<file path="src/rtl/mcwd_pkg.sv">
// ----------------------------------------------------------------------------
// mcwd_pkg
// Shared constants for the microcode control word decoder: control signal
// bits, the common microinstruction words, the opcode-to-kind table, the
// per-kind microinstruction words and the conditional jump selector codes.
// ----------------------------------------------------------------------------
package mcwd_pkg;

  // Field widths
  localparam int unsigned FlagsWidth = 4;
  localparam int unsigned OpWidth    = 6;
  localparam int unsigned StepWidth  = 3;
  localparam int unsigned WordWidth  = 24;
  localparam int unsigned KindWidth  = 5;
  localparam int unsigned SelWidth   = 4;
  localparam int unsigned KindCount  = 29;
  localparam int unsigned SlotCount  = 4;
  localparam int unsigned OpCount    = 64;

  typedef logic [WordWidth-1:0] word_t;
  typedef logic [KindWidth-1:0] kind_t;

  // Flag bit positions
  localparam int unsigned FlagZ = 0;
  localparam int unsigned FlagC = 1;
  localparam int unsigned FlagV = 2;
  localparam int unsigned FlagN = 3;

  // Control signal bits
  localparam word_t S_HLT   = 24'h000001;
  localparam word_t S_CLR   = 24'h000002;
  localparam word_t S_OE    = 24'h000004;
  localparam word_t S_OUT1  = 24'h000008;
  localparam word_t S_OUT0  = 24'h000010;
  localparam word_t S_IOP2  = 24'h000020;
  localparam word_t S_IOP1  = 24'h000040;
  localparam word_t S_IOP0  = 24'h000080;
  localparam word_t S_MPG1  = 24'h000100;
  localparam word_t S_MPG0  = 24'h000200;
  localparam word_t S_LDREG = 24'h000400;
  localparam word_t S_LDTMP = 24'h000800;
  localparam word_t S_LDFLG = 24'h001000;
  localparam word_t S_ADRIN = 24'h002000;
  localparam word_t S_MEMIN = 24'h004000;
  localparam word_t S_IRIN  = 24'h008000;
  localparam word_t S_PCIN  = 24'h010000;
  localparam word_t S_PCPP  = 24'h020000;
  localparam word_t S_SPPP  = 24'h040000;
  localparam word_t S_DECIN = 24'h080000;
  localparam word_t S_LCDIN = 24'h100000;
  localparam word_t S_LCDDT = 24'h200000;
  localparam word_t S_INP   = 24'h400000;
  localparam word_t S_ACK   = 24'h800000;

  // Common microinstruction words
  localparam word_t W_FETCH0 = S_OE | S_OUT1 | S_ADRIN;
  localparam word_t W_FETCH1 = S_PCPP | S_OE | S_OUT0 | S_IRIN | S_LDTMP;
  localparam word_t W_ARG    = S_OE | S_OUT0 | S_MPG0;
  localparam word_t W_MOVA   = S_IOP2;
  localparam word_t W_MOVB   = S_IOP2 | S_IOP0;
  localparam word_t W_ANDI   = S_IOP2 | S_IOP1 | S_IOP0;
  localparam word_t W_STKMEM = S_MPG1 | S_MPG0;
  localparam word_t W_STKOUT = S_OUT1 | S_OUT0;
  localparam word_t W_JUMP   = W_ARG | S_PCIN | S_CLR;

  // Conditional jump range and kind
  localparam logic [OpWidth-1:0] CondFirst = 6'b101100;
  localparam logic [OpWidth-1:0] CondLast  = 6'b110111;
  localparam kind_t              KindCond  = 5'd20;

  // Microsteps with special meaning
  localparam logic [StepWidth-1:0] StepFetch0  = 3'd0;
  localparam logic [StepWidth-1:0] StepFetch1  = 3'd1;
  localparam logic [StepWidth-1:0] StepBody    = 3'd2;
  localparam logic [StepWidth-1:0] StepBodyEnd = 3'd5;

  // Jump condition selectors, in opcode order
  typedef enum logic [SelWidth-1:0] {
    COND_Z   = 4'd0,
    COND_NZ  = 4'd1,
    COND_C   = 4'd2,
    COND_NC  = 4'd3,
    COND_V   = 4'd4,
    COND_NV  = 4'd5,
    COND_N   = 4'd6,
    COND_P   = 4'd7,
    COND_GT0 = 4'd8,
    COND_ULE = 4'd9,
    COND_SLT = 4'd10,
    COND_SLE = 4'd11
  } cond_sel_e;

  // Instruction kind for each opcode
  localparam kind_t OPCODE_KIND [OpCount] = '{
    5'd0,  5'd0,  5'd0,  5'd0,  5'd1,  5'd1,  5'd1,  5'd1,
    5'd2,  5'd3,  5'd4,  5'd5,  5'd6,  5'd6,  5'd6,  5'd6,
    5'd7,  5'd7,  5'd7,  5'd7,  5'd8,  5'd9,  5'd10, 5'd11,
    5'd12, 5'd12, 5'd12, 5'd12, 5'd13, 5'd13, 5'd13, 5'd13,
    5'd14, 5'd14, 5'd14, 5'd14, 5'd15, 5'd15, 5'd15, 5'd15,
    5'd16, 5'd17, 5'd18, 5'd19, 5'd20, 5'd20, 5'd20, 5'd20,
    5'd20, 5'd20, 5'd20, 5'd20, 5'd20, 5'd20, 5'd20, 5'd20,
    5'd21, 5'd22, 5'd23, 5'd24, 5'd25, 5'd26, 5'd27, 5'd28
  };

  // Body words (steps 2 to 5) for each instruction kind
  localparam word_t KIND_WORDS [KindCount][SlotCount] = '{
    '{W_ARG | S_LDTMP, S_OE | S_LDREG | S_LDFLG | S_CLR, '0, '0},
    '{W_ARG | S_LDTMP | S_IOP2, S_OE | S_LDREG | S_IOP0 | S_LDFLG | S_CLR, '0, '0},
    '{W_ARG | S_LDTMP | S_LDFLG | S_CLR, '0, '0, '0},
    '{W_ARG | S_LDTMP | S_IOP2 | S_IOP1 | S_LDFLG | S_CLR, '0, '0, '0},
    '{W_ARG | S_LDTMP | W_ANDI | S_LDFLG | S_CLR, '0, '0, '0},
    '{S_INP | S_LDTMP | S_IOP2, '0, W_ARG | S_LDTMP | W_ANDI | S_LDFLG | S_CLR, '0},
    '{W_ARG | S_LDREG | S_CLR, '0, '0, '0},
    '{S_INP | S_LDREG, S_CLR, '0, '0},
    '{S_ACK | S_CLR, '0, '0, '0},
    '{W_ARG | S_ADRIN, S_OE | W_MOVB | S_MPG1 | S_MEMIN | S_CLR, '0, '0},
    '{W_ARG | S_LDTMP, S_OE | W_MOVB | S_ADRIN,
      S_OE | W_MOVA | S_MPG1 | S_MEMIN | S_CLR, '0},
    '{S_SPPP | S_IOP2, S_OE | W_STKOUT | S_ADRIN,
      S_OE | W_MOVB | W_STKMEM | S_MEMIN | S_CLR, '0},
    '{W_ARG | S_ADRIN, S_OE | S_OUT0 | S_MPG1 | S_LDREG | S_CLR, '0, '0},
    '{S_OE | W_MOVB | S_ADRIN, S_OE | S_OUT0 | S_MPG1 | S_LDREG | S_CLR, '0, '0},
    '{S_OE | W_STKOUT | S_ADRIN,
      S_OE | S_OUT0 | W_STKMEM | S_LDREG | S_SPPP | S_CLR, '0, '0},
    '{S_OE | W_STKOUT | S_ADRIN, S_OE | S_OUT0 | W_STKMEM | S_LDREG,
      S_OE | W_MOVB | W_STKMEM | S_MEMIN | S_CLR, '0},
    '{W_ARG | S_PCIN | S_CLR, '0, '0, '0},
    '{S_OE | W_MOVB | S_PCIN | S_CLR, '0, '0, '0},
    '{W_ARG | S_LDTMP | S_IOP2 | S_SPPP, S_OE | W_STKOUT | S_ADRIN,
      S_OE | S_OUT1 | W_STKMEM | S_MEMIN, S_OE | W_MOVB | S_PCIN | S_CLR},
    '{S_OE | W_STKOUT | S_ADRIN,
      S_OE | S_OUT0 | W_STKMEM | S_PCIN | S_SPPP | S_CLR, '0, '0},
    '{S_CLR, '0, '0, '0},
    '{W_ARG | S_LCDIN | S_CLR, '0, '0, '0},
    '{W_ARG | S_LCDIN | S_LCDDT | S_CLR, '0, '0, '0},
    '{S_OE | W_MOVB | S_LCDIN | S_LCDDT | S_CLR, '0, '0, '0},
    '{W_ARG | S_ADRIN, S_OE | S_OUT0 | S_MPG1 | S_LCDIN | S_LCDDT | S_CLR, '0, '0},
    '{S_OE | W_MOVB | S_DECIN | S_CLR, '0, '0, '0},
    '{W_ARG | S_ADRIN, S_OE | S_OUT0 | S_MPG1 | S_DECIN | S_CLR, '0, '0},
    '{S_HLT, '0, '0, '0},
    '{'0, '0, '0, '0}
  };

endpackage

</file>
<file path="src/rtl/microcode_control_word_decoder.sv">
// ----------------------------------------------------------------------------
// microcode_control_word_decoder
// Control store decoder for a small 8-bit CPU: flags, opcode and microstep
// in, 24-bit control word out.
//
//   Channel  Handshake          Fields
//   -------  -----------------  ----------------------------------------------
//   item in  start_i, busy_o    condition_flags_i, opcode_index_i, micro_step_i
//   result   done_o (strobe)    control_word_o
//
// One item per cycle. An accepted item is captured in the input register, its
// control word is registered at the next edge and shown with done_o for one
// cycle. busy_o stays low; the result strobe is a single cycle and the
// receiver cannot stall it. Reset clears both valid flags, so no result is
// shown until an item has been taken.
// ----------------------------------------------------------------------------
module microcode_control_word_decoder
  import mcwd_pkg::*;
(
  input  logic                  clk_i,
  input  logic                  rst_ni,
  input  logic                  start_i,
  output logic                  busy_o,
  input  logic [FlagsWidth-1:0] condition_flags_i,
  input  logic [OpWidth-1:0]    opcode_index_i,
  input  logic [StepWidth-1:0]  micro_step_i,
  output logic                  done_o,
  output logic [WordWidth-1:0]  control_word_o
);

  logic                  in_valid_q;
  logic [FlagsWidth-1:0] flags_q;
  logic [OpWidth-1:0]    opcode_q;
  logic [StepWidth-1:0]  step_q;
  logic                  out_valid_q;
  word_t                 word_d;
  word_t                 word_q;
  logic                  accept;

  assign busy_o = 1'b0;
  assign accept = start_i && !busy_o;

  // Capture the incoming item
  always_ff @(posedge clk_i or negedge rst_ni) begin
    if (!rst_ni) begin
      in_valid_q <= 1'b0;
    end else begin
      in_valid_q <= accept;
    end
  end

  always_ff @(posedge clk_i) begin
    if (accept) begin
      flags_q  <= condition_flags_i;
      opcode_q <= opcode_index_i;
      step_q   <= micro_step_i;
    end
  end

  mcwd_decode u_decode (
    .flags_i  (flags_q),
    .opcode_i (opcode_q),
    .step_i   (step_q),
    .word_o   (word_d)
  );

  // Register the decoded word and its strobe
  always_ff @(posedge clk_i or negedge rst_ni) begin
    if (!rst_ni) begin
      out_valid_q <= 1'b0;
    end else begin
      out_valid_q <= in_valid_q;
    end
  end

  always_ff @(posedge clk_i) begin
    if (in_valid_q) begin
      word_q <= word_d;
    end
  end

  assign done_o         = out_valid_q;
  assign control_word_o = word_q;

endmodule

</file>
<file path="src/rtl/mcwd_cond.sv">
// ----------------------------------------------------------------------------
// mcwd_cond
// Jump condition evaluator: tests one of the twelve branch conditions
// against the zero, carry, overflow and sign flags.
// ----------------------------------------------------------------------------
module mcwd_cond
  import mcwd_pkg::*;
(
  input  logic [FlagsWidth-1:0] flags_i,
  input  logic [SelWidth-1:0]   sel_i,
  output logic                  holds_o
);

  logic z;
  logic c;
  logic v;
  logic n;

  assign z = flags_i[FlagZ];
  assign c = flags_i[FlagC];
  assign v = flags_i[FlagV];
  assign n = flags_i[FlagN];

  // Pick the condition named by the selector
  always_comb begin
    unique case (cond_sel_e'(sel_i))
      COND_Z:   holds_o = z;
      COND_NZ:  holds_o = !z;
      COND_C:   holds_o = c;
      COND_NC:  holds_o = !c;
      COND_V:   holds_o = v;
      COND_NV:  holds_o = !v;
      COND_N:   holds_o = n;
      COND_P:   holds_o = !n;
      COND_GT0: holds_o = !n && !z;
      COND_ULE: holds_o = z || c;
      COND_SLT: holds_o = v ^ n;
      COND_SLE: holds_o = (v ^ n) || z;
      default:  holds_o = 1'b0;
    endcase
  end

endmodule

</file>
<file path="src/rtl/mcwd_decode.sv">
// ----------------------------------------------------------------------------
// mcwd_decode
// Control store lookup: maps opcode and microstep to the control word,
// with the taken-jump override at the first body step of a conditional jump.
// ----------------------------------------------------------------------------
module mcwd_decode
  import mcwd_pkg::*;
(
  input  logic [FlagsWidth-1:0] flags_i,
  input  logic [OpWidth-1:0]    opcode_i,
  input  logic [StepWidth-1:0]  step_i,
  output word_t                 word_o
);

  kind_t                kind;
  logic [OpWidth-1:0]   cond_off;
  logic [StepWidth-1:0] slot_full;
  logic [1:0]           slot;
  logic                 is_cond;
  logic                 cond_holds;

  assign kind      = OPCODE_KIND[opcode_i];
  assign cond_off  = opcode_i - CondFirst;
  assign slot_full = step_i - StepBody;
  assign slot      = slot_full[1:0];
  assign is_cond   = (kind == KindCond);

  mcwd_cond u_cond (
    .flags_i (flags_i),
    .sel_i   (cond_off[SelWidth-1:0]),
    .holds_o (cond_holds)
  );

  // Select fetch, body or empty word by microstep
  always_comb begin
    if (step_i == StepFetch0) begin
      word_o = W_FETCH0;
    end else if (step_i == StepFetch1) begin
      word_o = W_FETCH1;
    end else if (step_i <= StepBodyEnd) begin
      if (is_cond && step_i == StepBody && cond_holds) begin
        word_o = W_JUMP;
      end else begin
        word_o = KIND_WORDS[kind][slot];
      end
    end else begin
      word_o = '0;
    end
  end

endmodule

</file>
<file path="config.mk">
export PLATFORM = sky130hd
export DESIGN_NAME = microcode_control_word_decoder
export DESIGN_NICKNAME = d
export VERILOG_FILES = /design/src/rtl/mcwd_pkg.sv /design/src/rtl/microcode_control_word_decoder.sv /design/src/rtl/mcwd_cond.sv /design/src/rtl/mcwd_decode.sv
export SDC_FILE = /design/constraint.sdc
export NUM_CORES = 1
export LEC_CHECK = 0
export BUFFER_PORTS_ARGS = -buffer_cell sky130_fd_sc_hd__buf_2
export CAP_MARGIN = 10
export CORE_AREA = 2 2 95 97
export DETAILED_ROUTE_END_ITERATION = 8
export DIE_AREA = 0 0 97 99
export SYNTH_ARGS = -nofsm -noshare
export SYNTH_HDL_FRONTEND = slang
export SYNTH_SLANG_ARGS = --single-unit
export TNS_END_PERCENT = 1
</file>
<file path="constraint.sdc">
create_clock -name clk_i -period 4.3 [get_ports clk_i]
set_input_delay 0.86 -clock clk_i [delete_from_list [all_inputs] [get_ports clk_i]]
set_output_delay 0.86 -clock clk_i [all_outputs]
set_load 0.01 [all_outputs]
</file>
==> impl_metrics.ini, run 1 <==
[grt]
grt_pass1_vias = 2508
grt_pass1_wl_um = 12560
grt_usage_pct = 15.97
gr-total-overflow = 0
grt_max_degree = 36
antenna_found_initial = 0

[synthesis]
syn_nets = 355
ys_seq_area_share_pct = 38.95
synth-edff-count = 36
yosysUniqueCellTypes = 66
netlist_area_mm2 = 0.002904
ys.flop_type = edfxtp_1
avgSynthCellArea_um2 = 8.827
syn-instance-count = 329
synth_seq_cells = 38
yosys_warnings = 0
async_flop_share_pct = 5.263

[place]
gp_congestion = 0.9598
hpwlAfterDp_um = 5525
portBuffers = 40

[cts]
numCtsBuffers = 5
clkLatencyLatePin_ps = 300
cts_max_path_buffers = 2
holdBufCountCts = 0
ctsResizeCount = 0
post_cts_buffers = 0
htree_levels = 2
clkTransAtPathRegs_ps = 80
cts_num_sinks = 38
cts_root_buffer = clkbuf_8
cts_tree = yes

[sta]
fin_setup_tns_ps = 0
min_period_ps = 3768
setup_viol = 0
grt_setup_unrepaired = no
drv_slew = 0
max_slew_margin_pct = 38.84
finalCritPeriodShare_pct = 87.63
max_freq_mhz = 265.4
skew_ps = 11.43
final-hold-violation-count = 0
worst_pin_slew_ps = 917.4

[detailed_routing]
dr.first_iter.drc_count = 263
drtAntennaViolNets = 0
num_vias = 2608
post_drt_wl_per_cell_um = 16.23
drcViolationCount = 0
routed_wl_um = 7496
first_pass_iters = 6
via_per_inst = 5.645

[worst_setup_path]
crit-reg2reg-capture = control_word_o[13]$_SDFFCE_PP1P_
rr_startpoint = opcode_q[2]$_DFFE_PP_
startpoint_type = flop
cp_max_fo = 26
reg2reg_depth = 12
crit_type = flop to flop
critical_path_required_ps = 4340
reg2reg_setup_slack_ps = 530
arrival_ps = 3810
end_kind = flop

[die]
die_height_um = 99
std_cell_rows = 34
die_area_mm2 = 0.009603
start_util_pct = 33.96
die_x_um = 97
num_io_pins = 42
core_mm2 = 0.008551

[final_layout]
num-nets-final = 379
drive_gt1_share_pct = 18.93
layout_common_cells = 40 x buf_2, 36 x edfxtp_1, 31 x nand2_1, 30 x nor2_1, 26 x a21oi_1
syn_to_final_growth_pct = 10.17
antenna_cells = 0
final_common_cell = buf_2

[pwr]
power_density_mw_per_mm2 = 331.7
leakage_nw = 1.174
total_power_w = 0.001061
ir_drop_uv = 138.1

[job]
drv_cap = 0

[min_path]
hold_path_class = input pin to async pin

[outcome]
status = completed
[Yosys cell counts, types with 5 or more instances]
cell | number | area share [%]
nand2b_1 | 8 | 1.7
a31oi_1 | 9 | 1.9
nand2_1 | 31 | 4.0
buf_4 | 6 | 1.6
edfxtp_1 | 36 | 37
a21oi_1 | 26 | 4.5
nor2_1 | 30 | 3.9
nand3_1 | 5 | 0.86
nor3_1 | 10 | 1.7
nor2b_1 | 5 | 1.1
o21ai_0 | 22 | 3.8
nor4_1 | 5 | 1.1
inv_1 | 12 | 1.6
ha_1 | 10 | 4.3
clkbuf_1 | 11 | 1.4
buf_2 | 7 | 1.2
mux2i_1 | 6 | 2.1
[metrics by stage]
| step | std cells | instance area, um2 | hold WS, ps | worst slack [ps] | util, % |
|---|---|---|---|---|---|
| CTS | 462 | 3199 | 330.8 | 600.8 | 37.42 |
| finish | 462 | 3199 | 328.0 | 532.1 | 37.42 |
| global placement | 454 | 3114 | 645.8 | 790.1 | 36.42 |
| global route | 462 | 3199 | 324.2 | 185.4 | 37.42 |
| floorplan | 329 | 2904 | 564.4 | 1363 | - |
| detailed placement | 454 | 3114 | 648.0 | 621.2 | 36.42 |
[registers in the layout (all words and copies together), names as in the netlist]
| signal | cells |
|---|---|
| flags_q | 4 |
| done_o | 1 |
| in_valid_q | 1 |
| opcode_q | 6 |
| step_q | 3 |
| control_word_o | 23 |
[worst max-delay path, cell delays in order, from the launching register on]
cell       delay, ps
edfxtp_1         820
or3_1            210
o31ai_1           70
a221o_2          470
inv_2            160
ha_1             280
inv_1            190
nor4_1           360
o2111ai_1        180
a21oi_2          300
nor2_1           150
a41oi_1          250
o21ai_1           70
[cell type report]
cell class                      count  area (um2)
Inverter                           13       48.80
Clock inverter                      3       16.27
Sequential cell                    38        1131
Tap cell                          108       135.1
Fill cell                         872        5351
Timing Repair Buffer               44       230.2
Clock buffer                        5       68.82
Multi-Input combinational cell    251        1569
[worst max-delay path by stage]
stage                                     start                               end
after global placement    opcode_q[2]$_DFFE_PP_  control_word_o[13]$_SDFFCE_PP1P_
after floorplan           opcode_q[2]$_DFFE_PP_  control_word_o[13]$_SDFFCE_PP1P_
after global routing      opcode_q[2]$_DFFE_PP_  control_word_o[13]$_SDFFCE_PP1P_
final                     opcode_q[2]$_DFFE_PP_  control_word_o[13]$_SDFFCE_PP1P_
after detailed placement  opcode_q[2]$_DFFE_PP_  control_word_o[13]$_SDFFCE_PP1P_
after CTS                 opcode_q[2]$_DFFE_PP_  control_word_o[13]$_SDFFCE_PP1P_
[where the power goes]
| part | switching [W] | total [W] | internal (W) |
|---|---|---|---|
| sequential | 0.0000374 | 0.000478 | 0.000441 |
| clock | 0.000130 | 0.000241 | 0.000111 |
| combinational | 0.000219 | 0.000343 | 0.000123 |
| total | 0.000386 | 0.00106 | 0.000675 |
[layer usage]
metal	global-route usage (%)	wire length, um
met1	20.83	3213
met2	24.63	3405
met3	3.191	514
met5	0	0
met4	9.426	363
[cell families after synthesis]
logic type | count (synthesis) | synth area share (%)
compound gates | 107 | 24.69
simple gates | 124 | 21.93
fa+ha+maj | 10 | 4.308
flops | 38 | 38.95
buf+inv | 40 | 7.022
xor+xnor | 3 | 0.9049
other cells | 1 | 0.1291
mux | 6 | 2.068
(Power assumes the default switching activity.)
==> inputs of run 2 (changes only) <==
BUFFER_PORTS_ARGS = -buffer_cell sky130_fd_sc_hd__clkbuf_2   (was -buffer_cell sky130_fd_sc_hd__buf_2)
==> run 2 against run 1 <==
  * Sequential power about the same
  * Combinational power is essentially flat
  * Global-route usage shrank 0.26 points
  * Power grew 4.7%
  * Die area is the same
  * First-iteration DRC count down 11%
  * Via count rose by 1.1%
  * Hold slack improved by 5.3 ps
  * Utilization up 0.20 points
  * Flip-flop and latch count stayed put
==> impl_metrics.ini, run 2 (synthesis results as in run 1) <==
[grt]
grt_pass1_vias = 2444
grt_max_degree = 36
antenna_found_initial = 0
grt_pass1_wl_um = 12280
grt_usage_pct = 15.71
gr-total-overflow = 0

[die]
die_x_um = 97
start_util_pct = 33.96
die_height_um = 99
std_cell_rows = 34
die_area_mm2 = 0.009603
num_io_pins = 42
core_mm2 = 0.008551

[detailed_routing]
drtAntennaViolNets = 0
via_per_inst = 5.720
post_drt_wl_per_cell_um = 16.28
first_pass_iters = 5
drcViolationCount = 0
num_vias = 2637
dr.first_iter.drc_count = 235
routed_wl_um = 7503

[cts]
ctsResizeCount = 0
post_cts_buffers = 0
clkTransAtPathRegs_ps = 70
clkLatencyLatePin_ps = 300
htree_levels = 2
cts_max_path_buffers = 2
cts_tree = yes
holdBufCountCts = 0
cts_num_sinks = 38
cts_root_buffer = clkbuf_8
numCtsBuffers = 5

[sta]
final-hold-violation-count = 0
max_freq_mhz = 266.9
max_slew_margin_pct = 39.41
drv_slew = 0
setup_viol = 0
skew_ps = 2.576
grt_setup_unrepaired = no
fin_setup_tns_ps = 0
min_period_ps = 3747
finalCritPeriodShare_pct = 87.15
worst_pin_slew_ps = 905.5

[pwr]
leakage_nw = 1.193
sw_frac_of_total_pct = 34.09
p_comb_share_pct = 30.8
seqPwrFrac_pct = 43.1
switchingPower_w = 0.0003785
ir_drop_uv = 172.5
power_density_mw_per_mm2 = 345.2
total_power_w = 0.001110
clkPwrFrac_pct = 26.1
internal_power_w = 0.0007319

[final_layout]
multi_input_area_mm2 = 0.001569
largest_reg_flops = 23
syn_to_final_growth_pct = 10.77
num-nets-final = 379
seqCellArea_mm2 = 0.001131
fillers = 865
layout_common_cells = 40 x clkbuf_2, 36 x edfxtp_1, 31 x nand2_1, 30 x nor2_1, 26 x a21oi_1
antenna_cells = 0
drive_gt1_share_pct = 18.70
fin_cells = 461
final_common_cell = clkbuf_2

[outcome]
status = completed

[place]
gp_congestion = 0.9083
dp.cells = 454
portBuffers = 40
hpwlAfterDp_um = 5523

[worst_setup_path]
end_kind = flop
cp_max_fo = 26
critical_path_required_ps = 4340
critPathLaunch = opcode_q[2]$_DFFE_PP_
rr_startpoint = opcode_q[2]$_DFFE_PP_
arrival_ps = 3790
startpoint_type = flop
crit_type = flop to flop

[min_path]
hold_path_class = input pin to async pin

[job]
drv_cap = 0
run 2: power groups by stage:
stage	clock network, W	logic [W]	registers (W)
2_1_floorplan	0	0.000257	0.000475
3_3_place_gp	0	0.000337	0.000485
3_5_place_dp	0	0.000335	0.000487
6_report	0.000290	0.000342	0.000479
4_1_cts	0.000302	0.000336	0.000479
5_1_grt	0.000311	0.000372	0.000485
run 2: path summary, 6_finish.rpt:
kind | endpoint | slack, ps | cells after the start
setup / recovery | control_word_o[13]$_SDFFCE_PP1P_ | 550 | 12
hold / removal | done_o$_DFF_PN0_ | 330 | 1
setup reg to reg | control_word_o[13]$_SDFFCE_PP1P_ | 550 | 12
hold reg to reg | control_word_o[2]$_SDFFCE_PP1P_ | 830 | 1
max in group asynchronous | in_valid_q$_DFF_PN0_ | 3870 | 1
min in group clk_i | flags_q[2]$_DFFE_PP_ | 730 | 1
run 2: layer usage:
metal	global-route usage, %	part of all wire, %	vias to the layer above
li1	-	-	1269
met1	20.86	45	1216
met2	25.00	45	129
met3	3.050	6.8	23
met4	6.934	3.8	0
met5	0	0	-
run 2: cell type report:
type,count,share of cell area [%]
Multi-Input combinational cell,251,48.77
Timing Repair Buffer,44,7.157
Clock buffer,5,2.139
Clock inverter,2,1.050
Inverter,13,1.517
Sequential cell,38,35.16
Tap cell,108,4.201
run 2: worst max-delay path: stages, from the launching register on:
cell       delay [ps]
edfxtp_1          690
nor2b_1           270
a21o_1            210
a221o_2           400
inv_2             150
ha_1              270
inv_1             170
nor4_1            380
o2111ai_1         180
a21oi_2           290
nor2_1            160
a41oi_1           250
o21ai_1            80
run 2: per-stage QoR:
step / worst slack (ps) / area (um2) / util (%) / hold slack (ps)
2_1_floorplan: 1363 / 2904 / - / 564.4
3_3_place_gp: 749.4 / 3114 / 36.42 / 648.4
3_5_place_dp: 589.4 / 3114 / 36.42 / 649.5
4_1_cts: 586.0 / 3217 / 37.62 / 331.1
5_1_grt: 176.9 / 3217 / 37.62 / 332.0
6_report: 552.6 / 3217 / 37.62 / 333.3
==> inputs of run 3 (changes only) <==
BUFFER_PORTS_ARGS = -buffer_cell sky130_fd_sc_hd__buf_2   (was -buffer_cell sky130_fd_sc_hd__clkbuf_2)
GPL_ROUTABILITY_DRIVEN = 0   (was default)
==> run 3 against run 2 <==
  * Cell count is 0.22% lower
  * Sequential power is 1% higher
  * Clock power is 17% lower
  * Power is 4.5% lower
  * Fmax is 1.5% lower
  * Critical path depth stayed put
  * Non-clock buffer count is 2 lower
  * Critical endpoint unchanged
  * Largest power group unchanged
==> impl_metrics.ini, run 3 (synthesis results as in run 1) <==
[pwr]
seqPwrFrac_pct = 45.7
switchingPower_w = 0.0003865
ir_drop_uv = 127.2
internal_power_w = 0.0006735
p_comb_share_pct = 31.4
sw_frac_of_total_pct = 36.46
total_power_w = 0.001060
power_density_mw_per_mm2 = 332.9
leakage_nw = 1.164
clkPwrFrac_pct = 22.9

[die]
num_io_pins = 42
core_mm2 = 0.008551
die_height_um = 99
std_cell_rows = 34
die_area_mm2 = 0.009603
die_x_um = 97
start_util_pct = 33.96

[sta]
final-hold-violation-count = 0
fin_setup_tns_ps = 0
holdWs_ps = 337.1
worst_pin_slew_ps = 1079
max_slew_margin_pct = 28.08
min_period_ps = 3806
grt_setup_unrepaired = no
drv_slew = 0
fin_ws_ps = 494.2
finalCritPeriodShare_pct = 88.51
max_freq_mhz = 262.8
skew_ps = 8.448
setup_viol = 0

[grt]
grtUsageMet1_pct = 20.38
grt_max_degree = 36
grt.busiest_layer = met2
gr-total-overflow = 0
met3_usage_pct = 2.908
grt_pass1_vias = 2396
grt_usage_pct = 15.22
grtUsageMet2_pct = 23.61
grt_pass1_wl_um = 11960
antenna_found_initial = 0

[worst_setup_path]
cp_slowest_cell = edfxtp_1
startpoint_type = flop
cp_max_fo = 26
critPathLaunch = opcode_q[2]$_DFFE_PP_
crit_type = flop to flop
crit_chain = or3_1 > o31ai_1 > a221o_2 > inv_2 > ha_1 > inv_1 > nor4_1 > o2111ai_1 > a21oi_2 > nor2_1 > a41oi_1 > o21ai_1
worst-path-buf-inv = 2
arrival_ps = 3820
reg2reg_depth = 12
crit_family = compound AO/OA/AOI/OAI gates
path_depth = 12
max_stage_delay_ps = 840
critical_path_required_ps = 4310
rr_startpoint = opcode_q[2]$_DFFE_PP_
end_kind = flop

[cts]
holdBufCountCts = 0
clkTransAtPathRegs_ps = 80
ctsResizeCount = 0
cts_root_buffer = clkbuf_8
numCtsBuffers = 5
post_cts_buffers = 0
cts_max_path_buffers = 2
clkLatencyLatePin_ps = 300
htree_levels = 2
cts_tree = yes
cts_num_sinks = 38

[detailed_routing]
via_per_inst = 5.743
routed_wl_um = 7404
drcViolationCount = 0
num_vias = 2642
first_pass_iters = 5
post_drt_wl_per_cell_um = 16.10
dr.first_iter.drc_count = 313
drtAntennaViolNets = 0

[min_path]
hold_path_class = input pin to async pin

[place]
dp_slack_ps = 575.3
portBuffers = 40
hpwlAfterDp_um = 5399
placed_cell_area_mm2 = 0.003099

[final_layout]
final_cell_area_mm2 = 0.003184
num-nets-final = 377
largest_reg_flops = 23
drive_gt1_share_pct = 18.47
layout_common_cells = 40 x buf_2, 36 x edfxtp_1, 31 x nand2_1, 30 x nor2_1, 26 x a21oi_1
syn_to_final_growth_pct = 9.651
antenna_cells = 0
final_common_cell = buf_2

[job]
drv_cap = 0

[outcome]
status = completed
## run 3: final timing paths
path	endpoint	slack, ps
max	control_word_o[13]$_SDFFCE_PP1P_	490
min	done_o$_DFF_PN0_	340
max reg2reg	control_word_o[13]$_SDFFCE_PP1P_	490
min reg2reg	control_word_o[2]$_SDFFCE_PP1P_	810
max in group asynchronous	in_valid_q$_DFF_PN0_	3870
min in group clk_i	opcode_q[2]$_DFFE_PP_	740
## run 3: area by class of cell
type,count,area (um2)
multi-input cells,251,1569
clock inverters,3,16.27
inverters,13,48.80
clock buffers,5,68.82
repair buffers,42,215.2
flip-flops and latches,38,1131
fillers,884,5366
well taps,108,135.1
## run 3: per-layer routing
layer	routed length, um	up-vias	part of all wire (%)
met1	3163	1218	43
li1	-	1261	-
met5	0	-	0
met3	598	27	8.1
met2	3302	136	45
met4	339	0	4.6
## run 3: stage by stage
| step | std cells | utilization [%] |
|---|---|---|
| 6_report | 460 | 37.24 |
| 5_1_grt | 460 | 37.24 |
| 4_1_cts | 460 | 37.24 |
| 3_5_place_dp | 452 | 36.25 |
| 3_3_place_gp | 452 | 36.25 |
| 2_1_floorplan | 329 | - |
## run 3: power groups by stage
| stage | clock network [W] | registers (W) | logic, W |
|---|---|---|---|
| global placement | 0 | 0.000491 | 0.000325 |
| finish | 0.000242 | 0.000485 | 0.000333 |
| CTS | 0.000253 | 0.000485 | 0.000326 |
| global route | 0.000264 | 0.000491 | 0.000362 |
| detailed placement | 0 | 0.000494 | 0.000324 |
| floorplan | 0 | 0.000475 | 0.000257 |
